--- config.mk ---
export PLATFORM = sky130hd
export DESIGN_NAME = direct_slope_line_rasterizer_core
export DESIGN_NICKNAME = d
export VERILOG_FILES = /design/src/rtl/dslr_pkg.sv /design/src/rtl/dslr_front.sv /design/src/rtl/dslr_queue.sv /design/src/rtl/dslr_back.sv /design/src/rtl/direct_slope_line_rasterizer_core.sv
export SDC_FILE = /design/constraint.sdc
export NUM_CORES = 1
export LEC_CHECK = 0
export BUFFER_PORTS_ARGS = -buffer_cell sky130_fd_sc_hd__buf_2
export CAP_MARGIN = 10
export CORE_ASPECT_RATIO = 0.75
export CORE_MARGIN = 2
export CORE_UTILIZATION = 45
export CTS_CLUSTER_SIZE = 24
export DETAILED_ROUTE_END_ITERATION = 7
export PLACE_DENSITY = 0.59
export SLEW_MARGIN = 20
export SYNTH_ARGS = -nofsm -noshare
export SYNTH_HDL_FRONTEND = slang
export SYNTH_SLANG_ARGS = --single-unit
--- constraint.sdc ---
create_clock -name clk -period 20.6 [get_ports clk]
set_input_delay 1.03 -clock clk [delete_from_list [all_inputs] [get_ports clk]]
set_output_delay 1.03 -clock clk [all_outputs]
set_load 0.05 [all_outputs]
--- src/rtl/dslr_pkg.sv ---
`timescale 1ns / 1ps

package dslr_pkg;

  // Coordinate width; a line spans at most 2**COORD_BITS pixels.
  localparam int COORD_BITS = 6;
  localparam int COLOUR_BITS = 24;

  // Stream payload widths, rounded up to whole bytes.
  localparam int IN_FIELDS_W = 4 * COORD_BITS + COLOUR_BITS;
  localparam int IN_TDATA_W = ((IN_FIELDS_W + 7) / 8) * 8;
  localparam int OUT_FIELDS_W = 2 * COORD_BITS + COLOUR_BITS;
  localparam int OUT_TDATA_W = ((OUT_FIELDS_W + 7) / 8) * 8;

  // Remainder of the minor-axis rounding: holds up to 4 * major delta, signed.
  localparam int REM_W = COORD_BITS + 3;

  localparam int QUEUE_DEPTH = 2;
  localparam int QPTR_W = $clog2(QUEUE_DEPTH);

  // One classified line, as handed from the front end to the stepper.
  typedef struct packed {
    logic                   x_major;    // x is the stepping axis
    logic [COORD_BITS-1:0]  major_start;
    logic [COORD_BITS-1:0]  minor_start;
    logic [COORD_BITS-1:0]  major_delta; // always >= 0 after the swap
    logic [COORD_BITS-1:0]  minor_mag;   // |minor delta|
    logic                   minor_neg;   // minor coordinate walks downward
    logic [COLOUR_BITS-1:0] colour;
  } cmd_t;

endpackage

--- src/rtl/dslr_front.sv ---
`timescale 1ns / 1ps

module dslr_front (
  input  logic                         s_tvalid,
  output logic                         s_tready,
  input  logic [dslr_pkg::IN_TDATA_W-1:0] s_tdata,
  input  logic                         q_full,
  output logic                         q_push,
  output dslr_pkg::cmd_t               q_cmd
);
  import dslr_pkg::*;

  logic [COORD_BITS-1:0] xs, ys, xe, ye;
  logic [COLOUR_BITS-1:0] col;
  logic signed [COORD_BITS:0] dx, dy, nd;
  logic [COORD_BITS:0] adx, ady;
  logic x_major;
  logic [COORD_BITS-1:0] ms, me, ns, ne, ms_sw, ns_sw, me_sw, ne_sw;
  logic swap;

  always_comb begin
    xs  = s_tdata[COORD_BITS-1:0];
    ys  = s_tdata[2*COORD_BITS-1:COORD_BITS];
    xe  = s_tdata[3*COORD_BITS-1:2*COORD_BITS];
    ye  = s_tdata[4*COORD_BITS-1:3*COORD_BITS];
    col = s_tdata[4*COORD_BITS+COLOUR_BITS-1:4*COORD_BITS];

    dx  = $signed({1'b0, xe}) - $signed({1'b0, xs});
    dy  = $signed({1'b0, ye}) - $signed({1'b0, ys});
    adx = dx[COORD_BITS] ? (~dx + 1'b1) : dx;
    ady = dy[COORD_BITS] ? (~dy + 1'b1) : dy;
    x_major = adx > ady;

    // Pick the stepping axis; ties step along y.
    ms = x_major ? xs : ys;
    me = x_major ? xe : ye;
    ns = x_major ? ys : xs;
    ne = x_major ? ye : xe;

    // Start from the endpoint with the smaller major coordinate.
    swap  = ms > me;
    ms_sw = swap ? me : ms;
    me_sw = swap ? ms : me;
    ns_sw = swap ? ne : ns;
    ne_sw = swap ? ns : ne;
    nd    = $signed({1'b0, ne_sw}) - $signed({1'b0, ns_sw});

    q_cmd.x_major     = x_major;
    q_cmd.major_start = ms_sw;
    q_cmd.minor_start = ns_sw;
    q_cmd.major_delta = me_sw - ms_sw;
    q_cmd.minor_neg   = nd[COORD_BITS];
    q_cmd.minor_mag   = nd[COORD_BITS] ? COORD_BITS'(~nd + 1'b1) : nd[COORD_BITS-1:0];
    q_cmd.colour      = col;
  end

  assign s_tready = !q_full;
  assign q_push   = s_tvalid && !q_full;

endmodule

--- src/rtl/dslr_queue.sv ---
`timescale 1ns / 1ps

module dslr_queue (
  input  logic           clk,
  input  logic           rst,
  input  logic           push,
  input  dslr_pkg::cmd_t push_cmd,
  output logic           full,
  input  logic           pop,
  output logic           empty,
  output dslr_pkg::cmd_t head
);
  import dslr_pkg::*;

  cmd_t              mem [QUEUE_DEPTH];
  logic [QPTR_W-1:0] wr_ptr, rd_ptr;
  logic [QPTR_W:0]   count;

  assign full  = count == (QPTR_W+1)'(QUEUE_DEPTH);
  assign empty = count == '0;
  assign head  = mem[rd_ptr];

  always_ff @(posedge clk) begin
    if (push) begin
      mem[wr_ptr] <= push_cmd;
    end
  end

  always_ff @(posedge clk) begin
    if (rst) begin
      wr_ptr <= '0;
      rd_ptr <= '0;
      count  <= '0;
    end else begin
      if (push) begin
        wr_ptr <= (wr_ptr == QPTR_W'(QUEUE_DEPTH - 1)) ? '0 : wr_ptr + 1'b1;
      end
      if (pop) begin
        rd_ptr <= (rd_ptr == QPTR_W'(QUEUE_DEPTH - 1)) ? '0 : rd_ptr + 1'b1;
      end
      case ({push, pop})
        2'b10:   count <= count + 1'b1;
        2'b01:   count <= count - 1'b1;
        default: count <= count;
      endcase
    end
  end

endmodule

--- src/rtl/dslr_back.sv ---
`timescale 1ns / 1ps

module dslr_back (
  input  logic                             clk,
  input  logic                             rst,
  input  logic                             q_empty,
  input  dslr_pkg::cmd_t                   q_head,
  output logic                             q_pop,
  output logic                             m_tvalid,
  input  logic                             m_tready,
  output logic [dslr_pkg::OUT_TDATA_W-1:0] m_tdata,
  output logic                             m_tlast
);
  import dslr_pkg::*;

  localparam logic ST_IDLE = 1'b0;
  localparam logic ST_RUN  = 1'b1;

  logic                     state;
  logic                     x_major, minor_neg;
  logic [COORD_BITS-1:0]    major, minor, remaining;
  logic [COORD_BITS:0]      step2, den;
  logic signed [REM_W-1:0]  rem, rem_next, rem_sum;
  logic [COORD_BITS-1:0]    minor_next;
  logic [COLOUR_BITS-1:0]   colour;
  logic                     emit, last;
  logic [COORD_BITS-1:0]    out_x, out_y;
  logic [COLOUR_BITS-1:0]   out_colour;

  assign q_pop = (state == ST_IDLE) && !q_empty;
  assign emit  = (state == ST_RUN) && (!m_tvalid || m_tready);
  assign last  = remaining == '0;

  // Advance the rounded minor coordinate by one major step; the remainder
  // stays in [0, 2*major_delta), so one correction per step suffices.
  always_comb begin
    minor_next = minor;
    if (minor_neg) begin
      rem_sum  = rem - $signed(REM_W'(step2));
      rem_next = rem_sum;
      if (rem_sum < 0) begin
        rem_next   = rem_sum + $signed(REM_W'(den));
        minor_next = minor - 1'b1;
      end
    end else begin
      rem_sum  = rem + $signed(REM_W'(step2));
      rem_next = rem_sum;
      if (rem_sum >= $signed(REM_W'(den))) begin
        rem_next   = rem_sum - $signed(REM_W'(den));
        minor_next = minor + 1'b1;
      end
    end
  end

  always_ff @(posedge clk) begin
    if (rst) begin
      state    <= ST_IDLE;
      m_tvalid <= 1'b0;
    end else begin
      if (emit) begin
        m_tvalid <= 1'b1;
      end else if (m_tready) begin
        m_tvalid <= 1'b0;
      end
      case (state)
        ST_IDLE: begin
          if (!q_empty) begin
            state <= ST_RUN;
          end
        end
        ST_RUN: begin
          if (emit && last) begin
            state <= ST_IDLE;
          end
        end
        default: state <= ST_IDLE;
      endcase
    end
  end

  always_ff @(posedge clk) begin
    if (q_pop) begin
      x_major   <= q_head.x_major;
      minor_neg <= q_head.minor_neg;
      major     <= q_head.major_start;
      minor     <= q_head.minor_start;
      remaining <= q_head.major_delta;
      step2     <= {q_head.minor_mag, 1'b0};
      den       <= {q_head.major_delta, 1'b0};
      rem       <= $signed(REM_W'(q_head.major_delta));
      colour    <= q_head.colour;
    end else if (emit) begin
      major     <= major + 1'b1;
      minor     <= minor_next;
      rem       <= rem_next;
      remaining <= remaining - 1'b1;
    end
  end

  always_ff @(posedge clk) begin
    if (emit) begin
      out_x      <= x_major ? major : minor;
      out_y      <= x_major ? minor : major;
      out_colour <= colour;
      m_tlast    <= last;
    end
  end

  assign m_tdata = {{(OUT_TDATA_W - OUT_FIELDS_W){1'b0}}, out_colour, out_y, out_x};

endmodule

--- src/rtl/direct_slope_line_rasterizer_core.sv ---
`timescale 1ns / 1ps
// A request is written into the queue, loaded by the stepper, and its pixels leave through a register.
// The stepper emits one pixel per cycle while m_tready is high; a line of n major steps
// gives n + 1 pixels; each line is loaded from the queue before its first pixel.
// A two-entry queue takes new requests while the stepper draws the current line.
// Reset (rst, synchronous): empties the queue, idles the stepper, drops m_tvalid.

module direct_slope_line_rasterizer_core (
  input  logic                             clk,
  input  logic                             rst,
  // Request stream. s_tdata, low bit up: start_x, start_y, end_x, end_y, colour.
  input  logic                             s_tvalid,
  output logic                             s_tready,
  input  logic [dslr_pkg::IN_TDATA_W-1:0]  s_tdata,
  // Pixel stream. m_tdata, low bit up: pixel_x, pixel_y, pixel_colour, zero pad.
  // m_tlast carries last_pixel.
  output logic                             m_tvalid,
  input  logic                             m_tready,
  output logic [dslr_pkg::OUT_TDATA_W-1:0] m_tdata,
  output logic                             m_tlast
);
  import dslr_pkg::*;

  cmd_t front_cmd, head_cmd;
  logic q_push, q_full, q_pop, q_empty;

  // Front end: pick the stepping axis and start endpoint, then enqueue.
  dslr_front u_front (
    .s_tvalid (s_tvalid),
    .s_tready (s_tready),
    .s_tdata  (s_tdata),
    .q_full   (q_full),
    .q_push   (q_push),
    .q_cmd    (front_cmd)
  );

  // Decouple request intake from pixel generation.
  dslr_queue u_queue (
    .clk      (clk),
    .rst      (rst),
    .push     (q_push),
    .push_cmd (front_cmd),
    .full     (q_full),
    .pop      (q_pop),
    .empty    (q_empty),
    .head     (head_cmd)
  );

  // Back end: walk the major axis, track the rounded minor coordinate
  // with an exact remainder, and register each pixel for the output.
  dslr_back u_back (
    .clk      (clk),
    .rst      (rst),
    .q_empty  (q_empty),
    .q_head   (head_cmd),
    .q_pop    (q_pop),
    .m_tvalid (m_tvalid),
    .m_tready (m_tready),
    .m_tdata  (m_tdata),
    .m_tlast  (m_tlast)
  );

endmodule

Word-level counts from Yosys, hierarchy flattened

Memories as Yosys holds them, arrays and structs flattened. A register that Yosys moved wholly into a read port is not among the register bits.
Cells that the tools add are included.
Widths: inputs -> output; s select.

Register bits after elaboration: 108
Memory bits (writable): 100
Input bits: 52
Logic and storage cells: 105
Memories: 1

Memory list:

| name        | depth | bits a word | read ports | clocked after memory_dff | write ports | line             | text |
|---|---|---|---|---|---|---|---|
| u_queue.mem | 2     | 50          | 1          | 1                        | 1           | dslr_queue.sv:15 | `cmd_t mem [QUEUE_DEPTH];` |

Add/sub/neg operators: 19
Magnitude comparators: 4
Equality and inequality tests: 4
Multiplexer cells: 39
Bitwise gates (word level): 4
Reduce and logical (&&, ||, !) cells: 15

Operator list:

| operator            | count |
|---|---|
| $mux 6              | 22 |
| $mux 9              | 3 |
| $sub 6x6->7         | 3 |
| $add 6x1->6 const B | 3 |
| $add 9x8->9         | 2 |
| $sub 9x8->9         | 2 |
| $add 7x1->7 const B | 2 |
| $mux 7              | 2 |
| $not 7->7           | 2 |
| $sub 6x1->6 const B | 2 |
| $mux 1              | 10 |
| $ge 9x8->1          | 1 |
| $lt 9x1->1 const B  | 1 |
| $gt 7x7->1          | 1 |
| $gt 6x6->1          | 1 |
| $logic_not 6->1     | 1 |
| $not 6->6           | 1 |
| $reduce_bool 2->1   | 3 |
| $sub 6x6->6         | 1 |
| $eq 2x2->1 const B  | 2 |
| $logic_and 1x1->1   | 4 |
| $pmux 2 s2          | 1 |
| $logic_not 1->1     | 3 |
| $ne 3x3->1 const B  | 1 |
| other kinds (10)    | 11 |

Logic depth before layout (Yosys ltp)

Gate-level depths: netlist of run 1.

Depth in word-level cells: 12
Mapped depth: 38

Hierarchy

A second synthesis of run 1 with hierarchy kept.

Cells, all modules: 946
Area total of the unflattened synthesis: 11571.1 um^2

By module, submodules not included:

| module     | instances | cells an instance | area an instance (um^2) | seq. area each (um^2) |
|---|---|---|---|---|
| dslr_back  | 1         | 417               | 5327.6                  | 3072.9 |
| dslr_queue | 1         | 178               | 3799.9                  | 3103.0 |
| dslr_front | 1         | 351               | 2443.6                  | 0.0 |

Worst setup path after synthesis of run 1

OpenSTA, ideal clock, no wires.

Path kind: input to register
Start: input s_tdata[7] (netlist name)
End: memory u_queue.mem[0][29] (netlist name) (data pin)
Setup time: 267 ps
Arrival: 7574 ps
Data required time: 20333 ps
Slack: 12760 ps
Stages on the path: 32
Path buffers: 2
Cells stage by stage: inv_1 -> ha_1 -> nor2b_1 -> o21ai_0 -> nand2b_1 -> a21o_1 -> a21oi_1 -> xnor2_1 -> or4_1 -> ha_1 -> and4_4 -> a21boi_4 -> o21ai_4 -> clkbuf_1 -> mux2i_1 -> ha_1 -> a21oi_1 -> o21ai_0 -> maj3_2 -> o21bai_4 -> clkbuf_1 -> a211oi_1 -> a31oi_1 -> ha_1 -> inv_1 -> fa_1 -> a21o_1 -> a21oi_1 -> o21bai_1 -> a21oi_1 -> o21ai_0 -> xnor2_1

RTL lines:

| item        | line                                    | text |
|---|---|---|
| from (decl) | direct_slope_line_rasterizer_core.sv:14 | `input logic [dslr_pkg::IN_TDATA_W-1:0] s_tdata,` |
| to (decl)   | dslr_queue.sv:15                        |  |

==> results of run 1 <==
==> cell type report <==
cell class | instances | area [um^2]
Clock buffer | 23 | 553
Clock inverter | 13 | 159
Fill cell | 2114 | 11500
Inverter | 61 | 229
Multi-Input combinational cell | 614 | 4610
Sequential cell | 209 | 6180
Tap cell | 331 | 414
Timing Repair Buffer | 98 | 510
==> per-stage QoR <==
step / cell area (um^2) / util (%) / hold WS, ps / setup WS (ps) / instances
6_report: 12600 / 52.4 / 419 / 11630 / 1349
5_1_grt: 12600 / 52.4 / 422 / 10880 / 1349
4_1_cts: 12600 / 52.4 / 419 / 11760 / 1349
3_5_place_dp: 11900 / 49.4 / 405 / 11250 / 1313
3_3_place_gp: 11900 / 49.4 / 400 / 11530 / 1313
2_1_floorplan: 11100 / - / 400 / 12760 / 913
==> worst paths after layout <==
check	cells past startpoint	start	slack, ps	endpoint
max	33	s_tdata[18]	11630	u_queue.mem[1][29]$_DFFE_PP_
min	0	u_back.colour[14]$_DFFE_PP_	420	u_back.out_colour[14]$_DFFE_PP_
max reg2reg	16	u_back.rem[2]$_DFFE_PP_	16590	u_back.minor[3]$_DFFE_PP_
min reg2reg	0	u_back.colour[14]$_DFFE_PP_	420	u_back.out_colour[14]$_DFFE_PP_
==> synth_stat cells (16+ instances only) <==
| library cell | n |
|---|---|
| mux2_2 | 51 |
| nor2_1 | 49 |
| xor2_1 | 22 |
| o21ai_0 | 47 |
| inv_1 | 59 |
| edfxtp_1 | 199 |
| a211oi_1 | 16 |
| a21oi_1 | 57 |
| ha_1 | 66 |
| clkbuf_1 | 17 |
| mux2i_1 | 21 |
| nor2b_1 | 16 |
| xnor2_1 | 41 |
| nand2_1 | 73 |
==> sequential cells by signal, indices dropped and copies added (netlist names), named ones only <==
name and flops:
u_queue.mem 100, u_back.colour 24, u_back.out_colour 24, u_back.rem 9
u_back.den 6, u_back.major 6, u_back.minor 6, u_back.out_x 6
u_back.out_y 6, u_back.remaining 6, u_back.step2 6, u_queue.count 2
u_back.m_tlast 1, u_back.m_tvalid 1, u_back.minor_neg 1, u_back.state 1
u_back.x_major 1, u_queue.rd_ptr 1, u_queue.wr_ptr 1
==> layer usage <==
| layer | vias up | global-route usage, % | wire, um |
|---|---|---|---|
| met3 | 21 | 2.68 | 1050 |
| met1 | 3317 | 29.4 | 12300 |
| li1 | 3526 | - | - |
| met5 | - | 0 | 0 |
| met2 | 154 | 26.9 | 9900 |
| met4 | 0 | 2.90 | 288 |
==> logic make-up (layout without fill, tap and decap cells) <==
| logic type | after synthesis | after routing | synth area share, % |
|---|---|---|---|
| xor+xnor | 63 | 63 | 4.96 |
| flops | 209 | 209 | 55.5 |
| other cells | 1 | 4 | 0.0337 |
| simple gates | 201 | 201 | 8.50 |
| mux | 73 | 73 | 7.19 |
| buf+inv | 90 | 195 | 3.30 |
| fa+ha+maj | 75 | 75 | 8.96 |
| compound gates | 198 | 198 | 11.5 |
==> flow_summary.yaml, run 1 <==
global_route:
  grt_use_total_pct: 18.4
  overflow: 0
  grt_pass1_vias: 6742
  antenna_found_initial: 0
  grt_max_degree: 60
  grt_pass1_wl_um: 37300
setup_path:
  critical-path-max-stage-delay_ps: 590
  critPathTopFamily: "compound AO/OA/AOI/OAI gates"
  crit_path_frequent_cell: "ha_1"
  critPathRequiredTime_ps: 20820
  crit_path_start_kind: "input pin"
  setup.worst_path.class: "in -> reg"
  critPathMaxFanout: 26
  cp-end-kind: "flip-flop"
  worst_ep_arrival_time_ps: 9190
  cp_slowest_cell: "o21ai_4"
  path_buf_inv: 4
timing:
  fin_skew_ps: 17.3
  rsz0062_at_grt: "no"
  fin_setup_tns_ps: 0
  worst_slew_pin_slew_ps: 838
  min_period_ps: 8970
  final_hold_viol_count: 0
  relSlewSlack_pct: 44.0
  finalMaxSlewViolations: 0
  fmax_mhz: 111
  setup_viol: 0
  fin_crit_sh_pct: 43.5
floorplan:
  dieWidth_um: 186
  io_pins: 95
  die_h_um: 140
  placementRows: 49
  start_util_pct: 46.1
  die_area_mm2: 0.0260
  placeableCoreArea_mm2: 0.0242
place:
  hpwlAfterDp_um: 16500
  gp_congestion: 0.859
  numPortBuffers: 90
final_layout:
  diodes: 0
  mostFrequentLayoutCells: "199 x edfxtp_1, 90 x buf_2, 73 x nand2_1, 66 x ha_1"
  mostFrequentLayoutCell: "edfxtp_1"
  nNetsFinal: 1131
  drive_gt1_share_pct: 20.2
  syn2layout_area_growth_pct: 13.7
synth:
  ys_types: 66
  syn_area_per_cell_um2: 12.2
  synth-seq-cells: 209
  synth_edf_count: 199
  synth.largest_area_cell: "edfxtp_1"
  synth_warnings: 0
  synth-async-reset-ratio_pct: 0
  synth_cells: 910
  synth_area_leaders: "edfxtp_1 54%, ha_1 7.4%, mux2_2 5.2%"
  ys_seq_area_share_pct: 55.5
  netlist_area_mm2: 0.0111
  synth_top_area_share_pct: 53.7
  synth_flop_cell: "edfxtp_1"
detailed_routing:
  wl_um: 23500
  dr.pass1.iters: 7
  vias: 7018
  viasPerCell: 5.20
  route.detailed.drc: 0
  final_antenna_net_count: 0
  wl_per_cell_um: 17.5
  drtIter0Drc: 398
clocking:
  numCtsBuffers: 21
  clkTransAtPathRegs_ps: 60
  numClockSinks: 209
  cts_buffer_depth: 3
  htree_levels: 1
  clk_latency_ps: 500
  post_cts_buffers: 0
  ctsResizeCount: 0
  cts_tree: "done"
  root_buffer: "clkbuf_16"
  cts_hold_buffers: 0
flow_run:
  drv_cap: 0
worst_hold_path:
  hold_path.class: "reg -> reg"
status:
  status: "finished, final reports clean"
Power of run 1 is not shown: default switching activity piles up to over one toggle a cycle in this logic, so the estimate is an artifact.
==> inputs of run 2 (changes only) <==
Clock period 20.6 ns to 9.15 ns, I/O delays scaled along.
==> run 2 against run 1 <==
Clock skew is 2.7 ps lower. Flip-flop and latch count stayed put. Critical path depth is 1 higher. First-iteration DRC count grew 50%. Utilization decreased by 0.20 points. Hold slack lost 260 ps. Largest cell class unchanged.
==> flow_summary.yaml, run 2 (synthesis results as in run 1) <==
status:
  status: "finished, final reports clean"
detailed_routing:
  highest_layer: "met4"
  drtIter0Drc: 597
  wl_met1_um: 12500
  dr.pass1.iters: 5
  route.met2.wl_um: 9740
  viasPerCell: 5.25
  route.detailed.drc: 0
  wl_met3_um: 1070
  vias: 7107
  final_antenna_net_count: 0
  wl_um: 23600
  wl_per_cell_um: 17.5
timing:
  setup_viol: 0
  fmax_mhz: 124
  worst_slew_pin_slew_ps: 825
  finalMaxSlewViolations: 0
  min_period_ps: 8060
  fin_setup_tns_ps: 0
  hold_slack_ps: 159
  fin_skew_ps: 14.6
  final_hold_viol_count: 0
  relSlewSlack_pct: 44.8
  fin_crit_sh_pct: 88.1
  rsz0062_at_grt: "no"
floorplan:
  dieWidth_um: 186
  die_h_um: 140
  io_pins: 95
  placementRows: 49
  die_area_mm2: 0.0260
  placeableCoreArea_mm2: 0.0242
  start_util_pct: 46.1
clocking:
  clkTransAtPathRegs_ps: 60
  clk_latency_ps: 490
  cts_buffer_depth: 3
  ctsResizeCount: 0
  post_cts_buffers: 0
  cts_hold_buffers: 0
  numClockSinks: 209
  numCtsBuffers: 20
  htree_levels: 1
  cts_tree: "done"
  root_buffer: "clkbuf_16"
setup_path:
  critPathRequiredTime_ps: 9370
  crit_path_start: "s_tdata[18]"
  critPathMaxFanout: 24
  crit_path_frequent_cell: "ha_1"
  rr_worst_depth: 16
  cp_slowest_cell: "mux2i_1"
  setup.worst_path.class: "in -> reg"
  worst_ep_arrival_time_ps: 8280
  cp-end-kind: "flip-flop"
  r2r_slack_ps: 5160
  regToRegStartpoint: "u_back.rem[2]$_DFFE_PP_"
  path_buf_inv: 5
  r2r-end: "u_back.minor[3]$_DFFE_PP_"
  critical-path-max-stage-delay_ps: 570
  critPathTopFamily: "compound AO/OA/AOI/OAI gates"
  crit_path_start_kind: "input pin"
worst_hold_path:
  hold_depth: 1
  hold_path.class: "in -> reg"
  holdPathEnd: "u_queue.mem[0][3]$_DFFE_PP_"
  holdCritStartpoint: "s_tdata[27]"
final_layout:
  mostFrequentLayoutCells: "199 x edfxtp_1, 90 x buf_2, 73 x nand2_1, 66 x ha_1"
  top_regs: "u_queue.mem: 100 flops, u_back.colour: 24 flops, u_back.out_colour: 24 flops"
  regArea_mm2: 0.00618
  multi_input_area_mm2: 0.00461
  final_cells: 1353
  fin_area_mm2: 0.0126
  mostFrequentLayoutCell: "edfxtp_1"
  syn2layout_area_growth_pct: 13.3
  fillCellCount: 2190
  largest_register_ffs: 100
  drive_gt1_share_pct: 20.3
  nNetsFinal: 1137
  top_register: "u_queue.mem"
  diodes: 0
place:
  numPortBuffers: 90
  hpwlAfterDp_um: 16900
  placed_area_mm2: 0.0120
  dpl.cell_count: 1320
  gp_congestion: 0.870
flow_run:
  drv_cap: 0
global_route:
  overflow: 0
  antenna_found_initial: 0
  grt_max_degree: 55
  grt_use_total_pct: 18.1
  grt_pass1_vias: 6536
  grt_pass1_wl_um: 36500
run 2: changes by cell type in the layout (fill, tap and decap cells not counted):
| cell | delta |
|---|---|
| buf_4 | +7 |
| clkbuf_8 | -2 |
| clkinv_1 | +2 |
| clkinv_8 | -1 |
| clkbuf_1 | +1 |
| bufinv_16 | -2 |
| clkinvlp_4 | -1 |
run 2: worst max-delay path by stage:
stage,to,slack [ps],depth (start not counted)
floorplan,u_queue.mem[0][29]$_DFFE_PP_,1880,32
global placement,u_queue.mem[0][29]$_DFFE_PP_,920,34
detailed placement,u_queue.mem[1][29]$_DFFE_PP_,710,34
CTS,u_queue.mem[1][29]$_DFFE_PP_,1200,34
global route,u_queue.mem[1][29]$_DFFE_PP_,360,34
finish,u_queue.mem[1][29]$_DFFE_PP_,1090,34
run 2: per-layer routing:
layer  track usage, %  vias up
li1                 -     3530
met1             29.3     3393
met2             26.1      157
met3             2.55       27
met4             2.98        0
met5                0        -
run 2: layout make-up:
class	instances	area share (%)
clock buffer	22	4.20
clock inverter	11	0.655
inverter	61	1.82
multi-input combinational	614	36.6
sequential	209	49.0
tap	331	3.29
timing repair buffer	105	4.47
run 2: through the flow:
step                worst slack (ps)  util, %
floorplan                       1880        -
global placement                 916     49.6
detailed placement               709     49.6
CTS                             1200     52.2
global route                     358     52.2
finish                          1090     52.2
Power of run 2 is left out for the same reason.
